--- config.mk ---
export PLATFORM = sky130hd
export DESIGN_NAME = yuyv_to_rgb_flip_converter_flat
export DESIGN_NICKNAME = d
export VERILOG_FILES = /design/src/yrf_pkg.sv /design/src/yrf_if.sv /design/src/yrf_addr_gen.sv /design/src/yuyv_to_rgb_flip_converter.sv /design/src/flat_wrapper.sv
export SDC_FILE = /design/constraint.sdc
export NUM_CORES = 1
export LEC_CHECK = 0
export BUFFER_PORTS_ARGS = -buffer_cell sky130_fd_sc_hd__buf_4
export CORE_ASPECT_RATIO = 1.25
export CORE_UTILIZATION = 50
export DETAILED_ROUTE_END_ITERATION = 10
export GPL_TIMING_DRIVEN = 0
export PLACE_DENSITY = 0.72
export SLEW_MARGIN = 20
export SYNTH_ARGS = -nofsm -noshare
export SYNTH_HDL_FRONTEND = slang
export SYNTH_SLANG_ARGS = --single-unit
--- constraint.sdc ---
create_clock -name i_clk -period 7.7 [get_ports i_clk]
set_clock_uncertainty 0.2 [all_clocks]
set_input_delay 0.385 -clock i_clk [delete_from_list [all_inputs] [get_ports i_clk]]
set_output_delay 0.385 -clock i_clk [all_outputs]
set_load 0.02 [all_outputs]
--- src/yrf_pkg.sv ---
// ----------------------------------------------------------------------------
// yrf_pkg
// Frame geometry, fixed-point coefficients and shared types of the converter.
// ----------------------------------------------------------------------------
package yrf_pkg;

    localparam int PAIRS_PER_LINE = 320;
    localparam int LINES          = 480;

    localparam int SAMPLE_W = 8;
    localparam int ADDR_W   = 18;
    localparam int COL_W    = (PAIRS_PER_LINE > 1) ? $clog2(PAIRS_PER_LINE) : 1;
    localparam int ROW_W    = (LINES > 1) ? $clog2(LINES) : 1;

    // Q14 accumulator: luma term plus one or two products, with headroom
    localparam int FRAC_BITS = 14;
    localparam int ACC_W     = 25;

    localparam logic signed [ACC_W-1:0] COEF_RV = ACC_W'(22970);
    localparam logic signed [ACC_W-1:0] COEF_GU = ACC_W'(5638);
    localparam logic signed [ACC_W-1:0] COEF_GV = ACC_W'(11700);
    localparam logic signed [ACC_W-1:0] COEF_BU = ACC_W'(29032);

    localparam logic [COL_W-1:0]  LAST_COL  = COL_W'(PAIRS_PER_LINE - 1);
    localparam logic [ROW_W-1:0]  LAST_ROW  = ROW_W'(LINES - 1);
    localparam logic [ADDR_W-1:0] ADDR_BASE = ADDR_W'((LINES - 1) * PAIRS_PER_LINE);
    localparam logic [ADDR_W-1:0] ROW_BACK  = ADDR_W'(2 * PAIRS_PER_LINE - 1);
    localparam logic [ADDR_W-1:0] LAST_ADDR = ADDR_W'(PAIRS_PER_LINE - 1);

    typedef struct packed {
        logic [ADDR_W-1:0] addr;
        logic              last;
    } t_pos;

    // Floor shift by FRAC_BITS, then clamp to 0..255
    function automatic logic [SAMPLE_W-1:0] sat8(input logic signed [ACC_W-1:0] acc);
        logic [ACC_W-FRAC_BITS-1:0] q;
        q = acc[ACC_W-1:FRAC_BITS];
        if (q[ACC_W-FRAC_BITS-1]) begin
            sat8 = '0;
        end else if (|q[ACC_W-FRAC_BITS-2:SAMPLE_W]) begin
            sat8 = '1;
        end else begin
            sat8 = q[SAMPLE_W-1:0];
        end
    endfunction

endpackage

--- src/yrf_if.sv ---
// ----------------------------------------------------------------------------
// yrf channel interfaces
// Valid/ready channels for packed YUYV pairs in and BGR pairs out.
// ----------------------------------------------------------------------------
interface yrf_yuyv_if;
    import yrf_pkg::*;

    logic                valid;
    logic                ready;
    logic [SAMPLE_W-1:0] luma_first;
    logic [SAMPLE_W-1:0] chroma_blue;
    logic [SAMPLE_W-1:0] luma_second;
    logic [SAMPLE_W-1:0] chroma_red;

    modport source (output valid, luma_first, chroma_blue, luma_second, chroma_red,
                    input ready);
    modport sink (input valid, luma_first, chroma_blue, luma_second, chroma_red,
                  output ready);
endinterface

interface yrf_rgb_if;
    import yrf_pkg::*;

    logic                valid;
    logic                ready;
    logic [SAMPLE_W-1:0] blue_a;
    logic [SAMPLE_W-1:0] green_a;
    logic [SAMPLE_W-1:0] red_a;
    logic [SAMPLE_W-1:0] blue_b;
    logic [SAMPLE_W-1:0] green_b;
    logic [SAMPLE_W-1:0] red_b;
    logic [ADDR_W-1:0]   pair_address;
    logic                frame_end;

    modport source (output valid, blue_a, green_a, red_a, blue_b, green_b, red_b,
                    pair_address, frame_end, input ready);
    modport sink (input valid, blue_a, green_a, red_a, blue_b, green_b, red_b,
                  pair_address, frame_end, output ready);
endinterface

--- src/yrf_addr_gen.sv ---
// ----------------------------------------------------------------------------
// yrf_addr_gen
// Column and row counters over the frame, and the running bottom-up address.
// ----------------------------------------------------------------------------
module yrf_addr_gen (
    input  logic          i_clk,
    input  logic          i_rst_n,
    input  logic          i_advance,
    output yrf_pkg::t_pos o_pos
);
    import yrf_pkg::*;

    logic [COL_W-1:0]  r_col, n_col;
    logic [ROW_W-1:0]  r_row, n_row;
    logic [ADDR_W-1:0] r_addr, n_addr;
    logic              last_col;
    logic              last_row;

    assign last_col = (r_col == LAST_COL);
    assign last_row = (r_row == LAST_ROW);

    // Address rises by one in a line, then drops to the previous line's start
    always_comb begin
        n_col  = r_col;
        n_row  = r_row;
        n_addr = r_addr;
        if (i_advance) begin
            if (last_col) begin
                n_col = '0;
                if (last_row) begin
                    n_row  = '0;
                    n_addr = ADDR_BASE;
                end else begin
                    n_row  = r_row + 1'b1;
                    n_addr = r_addr - ROW_BACK;
                end
            end else begin
                n_col  = r_col + 1'b1;
                n_addr = r_addr + 1'b1;
            end
        end
    end

    always_ff @(posedge i_clk) begin
        if (!i_rst_n) begin
            r_col  <= '0;
            r_row  <= '0;
            r_addr <= ADDR_BASE;
        end else begin
            r_col  <= n_col;
            r_row  <= n_row;
            r_addr <= n_addr;
        end
    end

    assign o_pos.addr = r_addr;
    assign o_pos.last = last_col && last_row;

endmodule

--- src/yuyv_to_rgb_flip_converter.sv ---
// ----------------------------------------------------------------------------
// yuyv_to_rgb_flip_converter
// YUYV 4:2:2 pairs to BGR888 pairs (BT.601 full range), bottom-up addressing.
// ----------------------------------------------------------------------------
// Takes one YUYV pair per clock and returns one BGR pair per clock while the
// output is not stalled. A result passes through four register stages: input
// register, coefficient multipliers, adders, then the green subtract with
// saturation into the output register. Each
// stage moves whenever the one after it is empty or moving, so bubbles close
// up and the input stays ready as long as the output register is free. The
// pair address counts BMP-style from the bottom line up; frame_end marks the
// last pair of a frame, and only reset realigns the frame counters.
// ----------------------------------------------------------------------------
module yuyv_to_rgb_flip_converter (
    input  logic      i_clk,
    input  logic      i_rst_n,
    yrf_yuyv_if.sink  i_pair,
    yrf_rgb_if.source o_rgb
);
    import yrf_pkg::*;

    logic adv1, adv2, adv3, adv4;
    logic r_v1, r_v2, r_v3, r_v4;
    logic in_accept;
    t_pos pos;

    // Stage 1: captured samples, chroma with its offset removed
    logic [SAMPLE_W-1:0]        r_s1_y0, r_s1_y1;
    logic signed [SAMPLE_W-1:0] r_s1_du, r_s1_dv;
    t_pos                       r_s1_pos;
    // Stage 2: products
    logic [SAMPLE_W-1:0]        r_s2_y0, r_s2_y1;
    logic signed [ACC_W-1:0]    r_s2_bu, r_s2_gu, r_s2_gv, r_s2_rv;
    t_pos                       r_s2_pos;
    // Stage 3: sums
    logic signed [ACC_W-1:0]    r_s3_b0, r_s3_b1, r_s3_r0, r_s3_r1;
    logic signed [ACC_W-1:0]    r_s3_base0, r_s3_base1, r_s3_guv;
    t_pos                       r_s3_pos;
    // Stage 4: output register
    logic [SAMPLE_W-1:0]        r_s4_b0, r_s4_g0, r_s4_r0, r_s4_b1, r_s4_g1, r_s4_r1;
    t_pos                       r_s4_pos;

    logic signed [ACC_W-1:0] du_w, dv_w, base0, base1;

    assign adv4 = !r_v4 || o_rgb.ready;
    assign adv3 = !r_v3 || adv4;
    assign adv2 = !r_v2 || adv3;
    assign adv1 = !r_v1 || adv2;

    assign i_pair.ready = adv1;
    assign in_accept    = i_pair.valid && adv1;

    yrf_addr_gen u_addr (
        .i_clk     (i_clk),
        .i_rst_n   (i_rst_n),
        .i_advance (in_accept),
        .o_pos     (pos)
    );

    always_ff @(posedge i_clk) begin
        if (!i_rst_n) begin
            r_v1 <= 1'b0;
            r_v2 <= 1'b0;
            r_v3 <= 1'b0;
            r_v4 <= 1'b0;
        end else begin
            if (adv1) r_v1 <= i_pair.valid;
            if (adv2) r_v2 <= r_v1;
            if (adv3) r_v3 <= r_v2;
            if (adv4) r_v4 <= r_v3;
        end
    end

    assign du_w  = ACC_W'(r_s1_du);
    assign dv_w  = ACC_W'(r_s1_dv);
    assign base0 = {{(ACC_W-SAMPLE_W-FRAC_BITS){1'b0}}, r_s2_y0, {FRAC_BITS{1'b0}}};
    assign base1 = {{(ACC_W-SAMPLE_W-FRAC_BITS){1'b0}}, r_s2_y1, {FRAC_BITS{1'b0}}};

    always_ff @(posedge i_clk) begin
        if (adv1) begin
            r_s1_y0  <= i_pair.luma_first;
            r_s1_y1  <= i_pair.luma_second;
            // Flip the top bit to take 128 off
            r_s1_du  <= {~i_pair.chroma_blue[SAMPLE_W-1], i_pair.chroma_blue[SAMPLE_W-2:0]};
            r_s1_dv  <= {~i_pair.chroma_red[SAMPLE_W-1], i_pair.chroma_red[SAMPLE_W-2:0]};
            r_s1_pos <= pos;
        end
        if (adv2) begin
            r_s2_y0  <= r_s1_y0;
            r_s2_y1  <= r_s1_y1;
            r_s2_bu  <= COEF_BU * du_w;
            r_s2_gu  <= COEF_GU * du_w;
            r_s2_gv  <= COEF_GV * dv_w;
            r_s2_rv  <= COEF_RV * dv_w;
            r_s2_pos <= r_s1_pos;
        end
        if (adv3) begin
            r_s3_b0    <= base0 + r_s2_bu;
            r_s3_b1    <= base1 + r_s2_bu;
            r_s3_r0    <= base0 + r_s2_rv;
            r_s3_r1    <= base1 + r_s2_rv;
            r_s3_guv   <= r_s2_gu + r_s2_gv;
            r_s3_base0 <= base0;
            r_s3_base1 <= base1;
            r_s3_pos   <= r_s2_pos;
        end
        if (adv4) begin
            r_s4_b0  <= sat8(r_s3_b0);
            r_s4_r0  <= sat8(r_s3_r0);
            r_s4_g0  <= sat8(r_s3_base0 - r_s3_guv);
            r_s4_b1  <= sat8(r_s3_b1);
            r_s4_r1  <= sat8(r_s3_r1);
            r_s4_g1  <= sat8(r_s3_base1 - r_s3_guv);
            r_s4_pos <= r_s3_pos;
        end
    end

    assign o_rgb.valid        = r_v4;
    assign o_rgb.blue_a       = r_s4_b0;
    assign o_rgb.green_a      = r_s4_g0;
    assign o_rgb.red_a        = r_s4_r0;
    assign o_rgb.blue_b       = r_s4_b1;
    assign o_rgb.green_b      = r_s4_g1;
    assign o_rgb.red_b        = r_s4_r1;
    assign o_rgb.pair_address = r_s4_pos.addr;
    assign o_rgb.frame_end    = r_s4_pos.last;

endmodule

--- src/flat_wrapper.sv ---
// flat-port wrapper written by rule: the top's interface ports become plain ports
module yuyv_to_rgb_flip_converter_flat import yrf_pkg::*;
  (i_clk, i_rst_n, i_pair_valid, i_pair_luma_first, i_pair_chroma_blue, i_pair_luma_second, i_pair_chroma_red, i_pair_ready, o_rgb_valid, o_rgb_blue_a, o_rgb_green_a, o_rgb_red_a, o_rgb_blue_b, o_rgb_green_b, o_rgb_red_b, o_rgb_pair_address, o_rgb_frame_end, o_rgb_ready);
  yrf_yuyv_if i_pair_i ();
  yrf_rgb_if o_rgb_i ();
  input  logic i_clk;
  input  logic i_rst_n;
  input wire logic [$bits(i_pair_i.valid)-1:0] i_pair_valid;
  input wire logic [$bits(i_pair_i.luma_first)-1:0] i_pair_luma_first;
  input wire logic [$bits(i_pair_i.chroma_blue)-1:0] i_pair_chroma_blue;
  input wire logic [$bits(i_pair_i.luma_second)-1:0] i_pair_luma_second;
  input wire logic [$bits(i_pair_i.chroma_red)-1:0] i_pair_chroma_red;
  output wire logic [$bits(i_pair_i.ready)-1:0] i_pair_ready;
  output wire logic [$bits(o_rgb_i.valid)-1:0] o_rgb_valid;
  output wire logic [$bits(o_rgb_i.blue_a)-1:0] o_rgb_blue_a;
  output wire logic [$bits(o_rgb_i.green_a)-1:0] o_rgb_green_a;
  output wire logic [$bits(o_rgb_i.red_a)-1:0] o_rgb_red_a;
  output wire logic [$bits(o_rgb_i.blue_b)-1:0] o_rgb_blue_b;
  output wire logic [$bits(o_rgb_i.green_b)-1:0] o_rgb_green_b;
  output wire logic [$bits(o_rgb_i.red_b)-1:0] o_rgb_red_b;
  output wire logic [$bits(o_rgb_i.pair_address)-1:0] o_rgb_pair_address;
  output wire logic [$bits(o_rgb_i.frame_end)-1:0] o_rgb_frame_end;
  input wire logic [$bits(o_rgb_i.ready)-1:0] o_rgb_ready;
  assign i_pair_i.valid = i_pair_valid;
  assign i_pair_i.luma_first = i_pair_luma_first;
  assign i_pair_i.chroma_blue = i_pair_chroma_blue;
  assign i_pair_i.luma_second = i_pair_luma_second;
  assign i_pair_i.chroma_red = i_pair_chroma_red;
  assign i_pair_ready = i_pair_i.ready;
  assign o_rgb_valid = o_rgb_i.valid;
  assign o_rgb_blue_a = o_rgb_i.blue_a;
  assign o_rgb_green_a = o_rgb_i.green_a;
  assign o_rgb_red_a = o_rgb_i.red_a;
  assign o_rgb_blue_b = o_rgb_i.blue_b;
  assign o_rgb_green_b = o_rgb_i.green_b;
  assign o_rgb_red_b = o_rgb_i.red_b;
  assign o_rgb_pair_address = o_rgb_i.pair_address;
  assign o_rgb_frame_end = o_rgb_i.frame_end;
  assign o_rgb_i.ready = o_rgb_ready;
  yuyv_to_rgb_flip_converter u_core (.i_clk(i_clk), .i_rst_n(i_rst_n), .i_pair(i_pair_i), .o_rgb(o_rgb_i));
endmodule
==> results of run 1 <==
## logic make-up after synthesis
group                    count (synthesis)  share of synthesized area (%)
flip-flops                             358                          48.80
buffers and inverters                  279                          4.944
AND/OR/NAND/NOR                        449                          9.953
XOR/XNOR                               118                          4.873
multiplexers                             1                        0.05309
adder cells (fa/ha/maj)                333                          22.69
AO/OA/AOI/OAI                          282                          8.685
## cells in the mapped netlist, types with 11 or more instances
library cell and n:
a21boi_0 19, a21o_1 23, a21oi_1 72, and2_1 11, clkbuf_1 20, dfxtp_1 40
edfxtp_1 318, fa_1 86, ha_1 247, inv_1 254, nand2_1 85, nand2b_1 17
nand3_1 41, nand4_1 11, nor2_1 173, nor2b_1 16, nor3_1 35, o211ai_1 15
o21a_1 17, o21ai_0 62, or2_2 17, xnor2_1 81, xor2_1 37
## worst min path at each step
stage / cells past startpoint / slack [ns] / to
global route: 4 / 0.18 / u_core.u_addr.r_col[0]
finish: 4 / 0.12 / u_core.u_addr.r_col[0]
floorplan: 0 / 0.20 / u_core.o_rgb.frame_end
global placement: 0 / 0.20 / u_core.r_s2_pos[8]
detailed placement: 0 / 0.20 / u_core.o_rgb.frame_end
CTS: 4 / 0.09 / u_core.u_addr.r_col[0]
## cell type report
cell class	instances	area share [%]
clock inverters	22	1.011
flip-flops and latches	358	42.45
clock buffers	43	3.977
plain buffers	25	0.3900
inverters	254	3.931
repair buffers	142	5.019
multi-input cells	1183	40.35
well taps	559	2.869
## worst max-delay path, stage by stage (launching register included)
cell and delay [ns]:
edfxtp_1 0.58, fa_1 0.58, fa_1 0.55, fa_1 0.52, inv_1 0.06, fa_1 0.54
inv_1 0.04, ha_1 0.30, nand3_1 0.08, a21boi_0 0.08, o21ai_0 0.29, a21boi_2 0.13
a311o_2 0.50, a211o_2 0.36, a21oi_2 0.19, xor2_1 0.30
## per-layer routing
metal,vias up,routed length (um)
met3,112,1705
met4,0,2024
li1,6735,-
met5,-,0
met1,6380,17330
met2,283,20190
## flip-flops by register name (all words and copies together), names as in the netlist, 9 cells and up
register                   cells
u_core.r_s2_gu                20
u_core.r_s1_pos               19
u_core.r_s3_pos               19
u_core.r_s2_pos               19
u_core.o_rgb.pair_address     18
u_core.r_s3_b0                11
u_core.r_s3_b1                11
u_core.r_s3_r1                11
u_core.r_s2_bu                11
u_core.r_s3_r0                11
u_core.u_addr.r_row            9
u_core.u_addr.r_col            9
u_core.r_s3_guv               24
u_core.r_s2_gv                21
u_core.r_s2_rv                10
u_core.u_addr.r_addr          18
## power by group through the flow
stage | clock, mW | sequential [mW] | combinational [mW]
5_1_grt | 1.91 | 3.04 | 3.92
6_report | 1.80 | 2.99 | 3.43
3_3_place_gp | 0 | 3.03 | 3.30
2_1_floorplan | 0 | 3.13 | 2.42
3_5_place_dp | 0 | 3.04 | 3.40
4_1_cts | 1.84 | 3.00 | 3.44
## what timing repair did
action                                 in CTS  in global routing
hold buffers                               34                  0
buffers inserted                            0                  0
endpoints found under the hold margin      33                  0
==> impl_metrics.env, run 1 <==
export IMPL_rr_worst_depth=15
export IMPL_port_buffers=104
export IMPL_synth_warnings=0
export IMPL_finalCriticalPeriod_ns=5.511
export IMPL_cts_max_path_buffers=3
export IMPL_coreArea_um2=41940
export IMPL_hold_viol=0
export IMPL_required_ns=7.83
export IMPL_multi_input_area_um2=9837
export IMPL_final_antenna_net_count=0
export IMPL_period_share_pct=71.57
export IMPL_avgSynthCellArea_um2=11.65
export IMPL_die_y_um=232.3
export IMPL_grt_met3_usage_pct=3.560
export IMPL_p_per_area_nw_per_um2=337.2
export IMPL_synthesis_nets=2189
export IMPL_drive_gt1_share_pct=9.965
export IMPL_wire_per_inst_um=15.95
export IMPL_htreeDepth=2
export IMPL_crit_start="u_core.r_s1_dv[5]"
export IMPL_ioPinCount=105
export IMPL_nets=2370
export IMPL_ys_types=65
export IMPL_critPathLaunchType="flip-flop"
export IMPL_worst_setup_path_end_kind="flip-flop"
export IMPL_initial_core_util_pct=50.57
export IMPL_hold_slack_ns=0.1207
export IMPL_tritoncts="built"
export IMPL_clockPowerShare_pct=21.8
export IMPL_met1_usage_pct=23.94
export IMPL_fin_cells=2586
export IMPL_yosys_area_top_type="edfxtp_1"
export IMPL_tns_ns=0
export IMPL_grt_first_pass_wirelength_mm=67.52
export IMPL_fmax_ghz=0.1815
export IMPL_num_rows=84
export IMPL_worstHoldPathType="in -> reg"
export IMPL_regArea_um2=10350
export IMPL_rsz0062_at_grt="no"
export IMPL_synth_edff_count=318
export IMPL_timing_final_max_slew_violations=0
export IMPL_path_max_fanout=9
export IMPL_final_cell_mix="edfxtp_1, inv_1, ha_1"
export IMPL_dr_pass1_iters=6
export IMPL_p_int_mw=5.349
export IMPL_synthFlopType="edfxtp_1"
export IMPL_diodes=0
export IMPL_setup_ws_ns=2.189
export IMPL_synth_top_area_share_pct=45.03
export IMPL_placed_area_um2=22820
export IMPL_antenna_found_initial=0
export IMPL_seqPwrFrac_pct=36.4
export IMPL_cts_num_sinks=358
export IMPL_hold_start="i_pair_valid"
export IMPL_drcViolationCount=0
export IMPL_drt_total_wl_mm=41.25
export IMPL_switching_share_pct=34.94
export IMPL_grt_met2_usage_pct=34.82
export IMPL_grt_pass1_vias=13680
export IMPL_path_clk_slew_ns=0.07
export IMPL_switching_power_mw=2.873
export IMPL_place_ws_ns=2.153
export IMPL_combPwrFrac_pct=41.7
export IMPL_path_class="reg -> reg"
export IMPL_die_x_um=186.2
export IMPL_grt_max_degree=59
export IMPL_overflow=0
export IMPL_postSynthCellCount=1820
export IMPL_p_total_mw=8.222
export IMPL_grt_busiest_layer="met2"
export IMPL_r2r_end="u_core.r_s2_rv[21]"
export IMPL_dpl_hpwl_mm=31.61
export IMPL_synthArstFlopShare_pct=0
export IMPL_vias_per_cell=5.224
export IMPL_fin_area_um2=24380
export IMPL_fin_util_pct=58.14
export IMPL_status="finished clean"
export IMPL_synth_area_top_cells="edfxtp_1, ha_1, fa_1"
export IMPL_ctsResizeCount=0
export IMPL_layout_commonest_cell="edfxtp_1"
export IMPL_clock_latency_ns=0.55
export IMPL_vias=13510
export IMPL_tightest_slew_ns=0.7878
export IMPL_dp_cells=2487
export IMPL_r2r_start="u_core.r_s1_dv[5]"
export IMPL_grtUsageTotal_pct=20.15
export IMPL_relSlewSlack_pct=47.29
export IMPL_clockRootBuffer="clkbuf_16"
export IMPL_crit_end="u_core.r_s2_rv[21]"
export IMPL_synth_seq_cells=358
export IMPL_drtIter0Drc=717
export IMPL_r2r_slack_ns=2.19
export IMPL_ys_seq_area_share_pct=48.80
export IMPL_dieArea_um2=43250
export IMPL_power_static_leakage_nw=10.66
export IMPL_setup_viol=0
export IMPL_syn_to_final_growth_pct=14.96
export IMPL_fillerInstances=3369
export IMPL_irDropWorstVdd_v=0.0002294
export IMPL_cap_violations=0
export IMPL_place_gp_congestion=0.9064
export IMPL_crit_arrival_ns=5.64
export IMPL_cts_buffers=37
export IMPL_syn_area_um2=21210
No activity file was read; power rests on OpenSTA's default activity.
==> inputs of run 2 (changes only) <==
Settings changed: ABC_AREA from default to 1, PLACE_DENSITY 0.72 to 0.75.
Clock period 7.7 ns to 4.5 ns, I/O delays scaled along.
==> impl_metrics.env, run 2 <==
export IMPL_ioPinCount=105
export IMPL_dr_pass1_iters=5
export IMPL_largest_reg_flops=24
export IMPL_dieArea_um2=47690
export IMPL_port_buffers=104
export IMPL_layout_commonest_cell="nand2_1"
export IMPL_dp_cells=3134
export IMPL_path_class="reg -> reg"
export IMPL_multi_input_area_um2=11380
export IMPL_coreArea_um2=46130
export IMPL_grt_max_degree=52
export IMPL_clockRootBuffer="clkbuf_16"
export IMPL_grtUsageTotal_pct=22.95
export IMPL_syn_area_um2=23400
export IMPL_postSynthCellCount=2439
export IMPL_top_regs="u_core.r_s3_guv x24, u_core.r_s2_gv x21, u_core.r_s2_gu x20"
export IMPL_die_y_um=243.9
export IMPL_critPathLaunchType="flip-flop"
export IMPL_synth_seq_cells=358
export IMPL_cts_buffers=39
export IMPL_drcViolationCount=0
export IMPL_setup_viol=0
export IMPL_drtIter0Drc=912
export IMPL_worst_setup_path_end_kind="flip-flop"
export IMPL_synthTopCellsByCount="nand2_1, inv_1, edfxtp_1"
export IMPL_fin_cells=3263
export IMPL_num_rows=88
export IMPL_hold_start="o_rgb_ready"
export IMPL_crit_start="u_core.r_s1_dv[6]"
export IMPL_synth_top_area_share_pct=40.80
export IMPL_final_cell_mix="nand2_1, inv_1, edfxtp_1"
export IMPL_clock_latency_ns=0.57
export IMPL_htreeDepth=2
export IMPL_setup_ws_ns=0.08730
export IMPL_place_ws_ns=-0.4671
export IMPL_irDropWorstVdd_v=0.0002993
export IMPL_place_gp_congestion=0.9552
export IMPL_vias_per_cell=5.312
export IMPL_status="finished clean"
export IMPL_nets=3018
export IMPL_die_x_um=195.5
export IMPL_dpl_hpwl_mm=42.34
export IMPL_drive_gt1_share_pct=9.709
export IMPL_path_max_fanout=7
export IMPL_p_total_mw=15.97
export IMPL_grt_first_pass_wirelength_mm=86.56
export IMPL_wire_per_inst_um=16.46
export IMPL_synth_edff_count=318
export IMPL_relSlewSlack_pct=58.65
export IMPL_yosysMostFrequentCell="nand2_1"
export IMPL_initial_core_util_pct=50.73
export IMPL_required_ns=4.61
export IMPL_crit_arrival_ns=4.52
export IMPL_vias=17330
export IMPL_synthesis_nets=2808
export IMPL_power_static_leakage_nw=12.83
export IMPL_tightest_slew_ns=0.6138
export IMPL_diodes=0
export IMPL_final_antenna_net_count=0
export IMPL_ys_seq_area_share_pct=44.22
export IMPL_hold_viol=0
export IMPL_yosys_area_top_type="edfxtp_1"
export IMPL_cts_num_sinks=358
export IMPL_cts_max_path_buffers=3
export IMPL_avgSynthCellArea_um2=9.596
export IMPL_tritoncts="built"
export IMPL_synth_warnings=0
export IMPL_period_share_pct=98.06
export IMPL_cap_violations=0
export IMPL_worstHoldPathType="in -> reg"
export IMPL_grt_pass1_vias=17440
export IMPL_path_clk_slew_ns=0.06
export IMPL_synthFlopType="edfxtp_1"
export IMPL_finalCriticalPeriod_ns=4.413
export IMPL_synth_area_top_cells="edfxtp_1, ha_1, nand2_1"
export IMPL_regMostFlops="u_core.r_s3_guv"
export IMPL_drt_total_wl_mm=53.70
export IMPL_ys_types=56
export IMPL_p_per_area_nw_per_um2=592.4
export IMPL_syn_to_final_growth_pct=15.15
export IMPL_fillerInstances=3884
export IMPL_regArea_um2=10350
export IMPL_timing_final_max_slew_violations=0
export IMPL_synthArstFlopShare_pct=0
export IMPL_r2r_start="u_core.r_s1_dv[6]"
export IMPL_overflow=0
export IMPL_antenna_found_initial=0
export IMPL_fmax_ghz=0.2266
-- run 2: cell types whose count changed in the layout (fill, tap and decap cells not counted), sizes merged, moves of 16 or more --
cell    change
nand2     +389
nand2b     -17
a21oi     +121
xnor2      -53
inv       +183
nand4      +21
nand3     +100
o21ai      +19
nor2b      -16
buf        +30
xor2       +35
-- run 2: critical path, cell delays in order (launching register included) --
cell and delay, ns:
edfxtp_1 0.44, buf_4 0.21, ha_1 0.28, inv_1 0.05, fa_1 0.45, fa_1 0.53
inv_1 0.06, fa_1 0.54, inv_1 0.05, ha_1 0.32, a21oi_1 0.22, o21ai_0 0.14
a21oi_1 0.15, o21ai_1 0.12, xor2_1 0.42
-- run 2: kinds of logic after synthesis --
group | Yosys count | share of synthesized area (%)
buf+inv | 456 | 7.452
flops | 358 | 44.22
fa+ha+maj | 333 | 20.56
xor+xnor | 100 | 3.822
simple gates | 856 | 15.95
compound gates | 336 | 7.997
-- run 2: path summary, 6_finish.rpt --
| kind | end | slack (ns) | cells past startpoint |
|---|---|---|---|
| min | u_core.r_v3 | 0.02 | 4 |
| min reg2reg | u_core.r_s3_pos[0] | 0.22 | 0 |
| max | u_core.r_s2_rv[17] | 0.09 | 14 |
| max reg2reg | u_core.r_s2_rv[17] | 0.09 | 14 |
-- run 2: routing by layer --
layer / global-route usage (%) / vias up / wire length [um]
li1: - / 8556 / -
met3: 2.879 / 129 / 1819
met4: 10.12 / 0 / 2288
met1: 27.01 / 8244 / 22210
met2: 41.66 / 404 / 27380
met5: 0 / - / 0
-- run 2: final cells by class --
class | instances | area share [%]
inverters | 441 | 6.175
clock inverters | 20 | 0.9146
multi-input cells | 1625 | 42.21
repair buffers | 169 | 5.385
clock buffers | 50 | 3.890
well taps | 585 | 2.716
plain buffers | 15 | 0.3064
flip-flops and latches | 358 | 38.40
-- run 2: stage by stage --
step / setup TNS, ns / hold slack [ns] / util [%] / instance area [um^2]
3_5_place_dp: -3.091 / 0.2043 / 54.37 / 25080
2_1_floorplan: 0 / 0.1236 / - / 23400
5_1_grt: -0.02705 / 0.04439 / 58.42 / 26950
4_1_cts: 0 / 0.01084 / 58.10 / 26800
6_report: 0 / 0.02067 / 58.42 / 26950
3_3_place_gp: -95.94 / 0.2010 / 54.01 / 24920
-- run 2: repair_timing --
item                                    4_1_cts  5_1_grt
hold buffers                                 34        0
pin swaps                                     1        2
endpoints found under the setup margin       14       23
endpoints found under the hold margin        46        0
buffers inserted                             10       15
resized for setup                             6       10
-- run 2: power by group --
part / total [mW] / internal (mW) / switching [mW]
registers: 5.25 / 4.84 / 0.404
logic: 7.49 / 2.77 / 4.72
clock network: 3.23 / 1.94 / 1.29
==> inputs of run 3 (changes only) <==
Settings changed: CORE_UTILIZATION 50 to 63, PLACE_DENSITY 0.75 to 0.86.
Clock period 4.5 ns to 4.3 ns, I/O delays scaled along.
==> impl_metrics.env, run 3 (synthesis results as in run 2) <==
export IMPL_setup_ws_ns=-0.1480
export IMPL_largest_reg_flops=24
export IMPL_cts_buffers=37
export IMPL_drt_total_wl_mm=60.59
export IMPL_final_cell_mix="nand2_1, inv_1, edfxtp_1"
export IMPL_grt_max_degree=62
export IMPL_final_antenna_net_count=0
export IMPL_crit_arrival_ns=4.52
export IMPL_cpLargestDelayFamily="adder cells"
export IMPL_hold_viol=0
export IMPL_ioPinCount=105
export IMPL_tightest_slew_ns=0.5555
export IMPL_irDropWorstVdd_v=0.0004240
export IMPL_timing_final_max_slew_violations=0
export IMPL_fin_cells=3176
export IMPL_path_cells="buf_4, ha_2, ha_1, inv_1, fa_1, fa_1, inv_1, ha_1, a21oi_1, o21ai_0, a31oi_1, o21ai_0, xor2_1"
export IMPL_layout_commonest_cell="nand2_1"
export IMPL_vias_per_cell=5.767
export IMPL_tns_ns=-0.2288
export IMPL_die_y_um=217.5
export IMPL_regMostFlops="u_core.r_s3_guv"
export IMPL_path_class="reg -> reg"
export IMPL_worst_setup_path_end_kind="flip-flop"
export IMPL_cap_violations=0
export IMPL_port_buffers=104
export IMPL_top_regs="u_core.r_s3_guv x24, u_core.r_s2_gv x21, u_core.r_s2_gu x20"
export IMPL_tritoncts="built"
export IMPL_drtIter0Drc=1370
export IMPL_place_gp_congestion=0.9683
export IMPL_num_rows=78
export IMPL_dieArea_um2=37930
export IMPL_required_ns=4.38
export IMPL_htreeDepth=2
export IMPL_coreArea_um2=36400
export IMPL_dr_pass1_iters=6
export IMPL_max_stage_delay_ns=0.52
export IMPL_clock_latency_ns=0.55
export IMPL_dp_cells=3030
export IMPL_antenna_found_initial=0
export IMPL_worstHoldPathType="in -> reg"
export IMPL_relSlewSlack_pct=62.57
export IMPL_die_x_um=174.4
export IMPL_syn_to_final_growth_pct=17.15
export IMPL_dpl_hpwl_mm=43.81
export IMPL_fmax_ghz=0.2248
export IMPL_nets=3038
export IMPL_cts_num_sinks=358
export IMPL_hold_slack_ns=0.09453
export IMPL_drive_gt1_share_pct=13.95
export IMPL_path_max_fanout=4
export IMPL_status="finished with violations"
export IMPL_grt_first_pass_wirelength_mm=91.00
export IMPL_regArea_um2=10350
export IMPL_grt_pass1_vias=18120
export IMPL_rsz0062_at_grt="yes"
export IMPL_wire_per_inst_um=19.08
export IMPL_crit_buf_inv=3
export IMPL_crit_path_top_delay_cell="fa_1"
export IMPL_clockRootBuffer="clkbuf_16"
export IMPL_place_ws_ns=-0.7207
export IMPL_grtUsageTotal_pct=30.86
export IMPL_violations="negative setup slack"
export IMPL_diodes=0
export IMPL_r2r_slack_ns=-0.15
export IMPL_power_static_leakage_nw=12.93
export IMPL_p_per_area_nw_per_um2=631.7
export IMPL_cts_max_path_buffers=3
export IMPL_initial_core_util_pct=64.30
export IMPL_fillerInstances=2354
export IMPL_overflow=0
export IMPL_path_clk_slew_ns=0.07
export IMPL_multi_input_area_um2=11900
export IMPL_vias=18320
export IMPL_critPathLaunchType="flip-flop"
export IMPL_setup_viol=6
export IMPL_drcViolationCount=0
export IMPL_finalCriticalPeriod_ns=4.448
export IMPL_period_share_pct=103.4
-- run 3: timing repair --
action                     in CTS  in global routing
cloned                          0                  0
setup buffers                  20                 26
setup endpoints to repair      35                 31
hold buffers                   34                  0
resized for setup              20                117
hold endpoints to repair       45                  0
pin swaps                       4                 38
-- run 3: final timing paths --
kind | start | endpoint | cells after the start
min | o_rgb_ready | u_core.o_rgb.valid | 4
min reg2reg | u_core.r_s1_pos[11] | u_core.r_s2_pos[11] | 0
max | u_core.r_s1_du[3] | u_core.r_s2_gu[19] | 13
max reg2reg | u_core.r_s1_du[3] | u_core.r_s2_gu[19] | 13
-- run 3: per-stage QoR --
step	utilization [%]	total power [mW]	area (um^2)
floorplan	-	11.02	23410
global placement	68.10	12.98	24790
detailed placement	68.58	13.26	24960
CTS	73.32	16.56	26690
global route	75.32	18.44	27420
finish	75.32	17.32	27420
-- run 3: power breakdown --
group          internal [mW]  total (mW)  switching (mW)
Sequential              5.07        5.52           0.450
Clock                   1.72        3.12            1.41
Combinational           3.27        8.68            5.41
Total                   10.1        17.3            7.26
-- run 3: area by class of cell --
type,instances,share of cell area [%]
buffer,15,0.3012
timing repair buffer,191,6.028
multi-input combinational,1625,43.39
sequential,358,37.75
clock inverter,23,0.7027
clock buffer,43,3.568
tap,480,2.190
inverter,441,6.069
-- run 3: worst register-to-register path, cell delays in order, from the launching register on --
cell,delay (ns)
edfxtp_1,0.49
buf_4,0.20
ha_2,0.40
ha_1,0.26
inv_1,0.11
fa_1,0.46
fa_1,0.52
inv_1,0.04
ha_1,0.38
a21oi_1,0.31
o21ai_0,0.17
a31oi_1,0.23
o21ai_0,0.21
xor2_1,0.20
-- run 3: routing by layer --
metal / wire (um) / part of all wire, % / GRT usage [%] / up-vias
li1: - / - / - / 8597
met2: 31580 / 52 / 57.22 / 822
met3: 3577 / 5.9 / 4.498 / 251
met1: 21980 / 36 / 34.23 / 8645
met4: 3456 / 5.7 / 15.58 / 0
met5: 0 / 0 / 0 / -
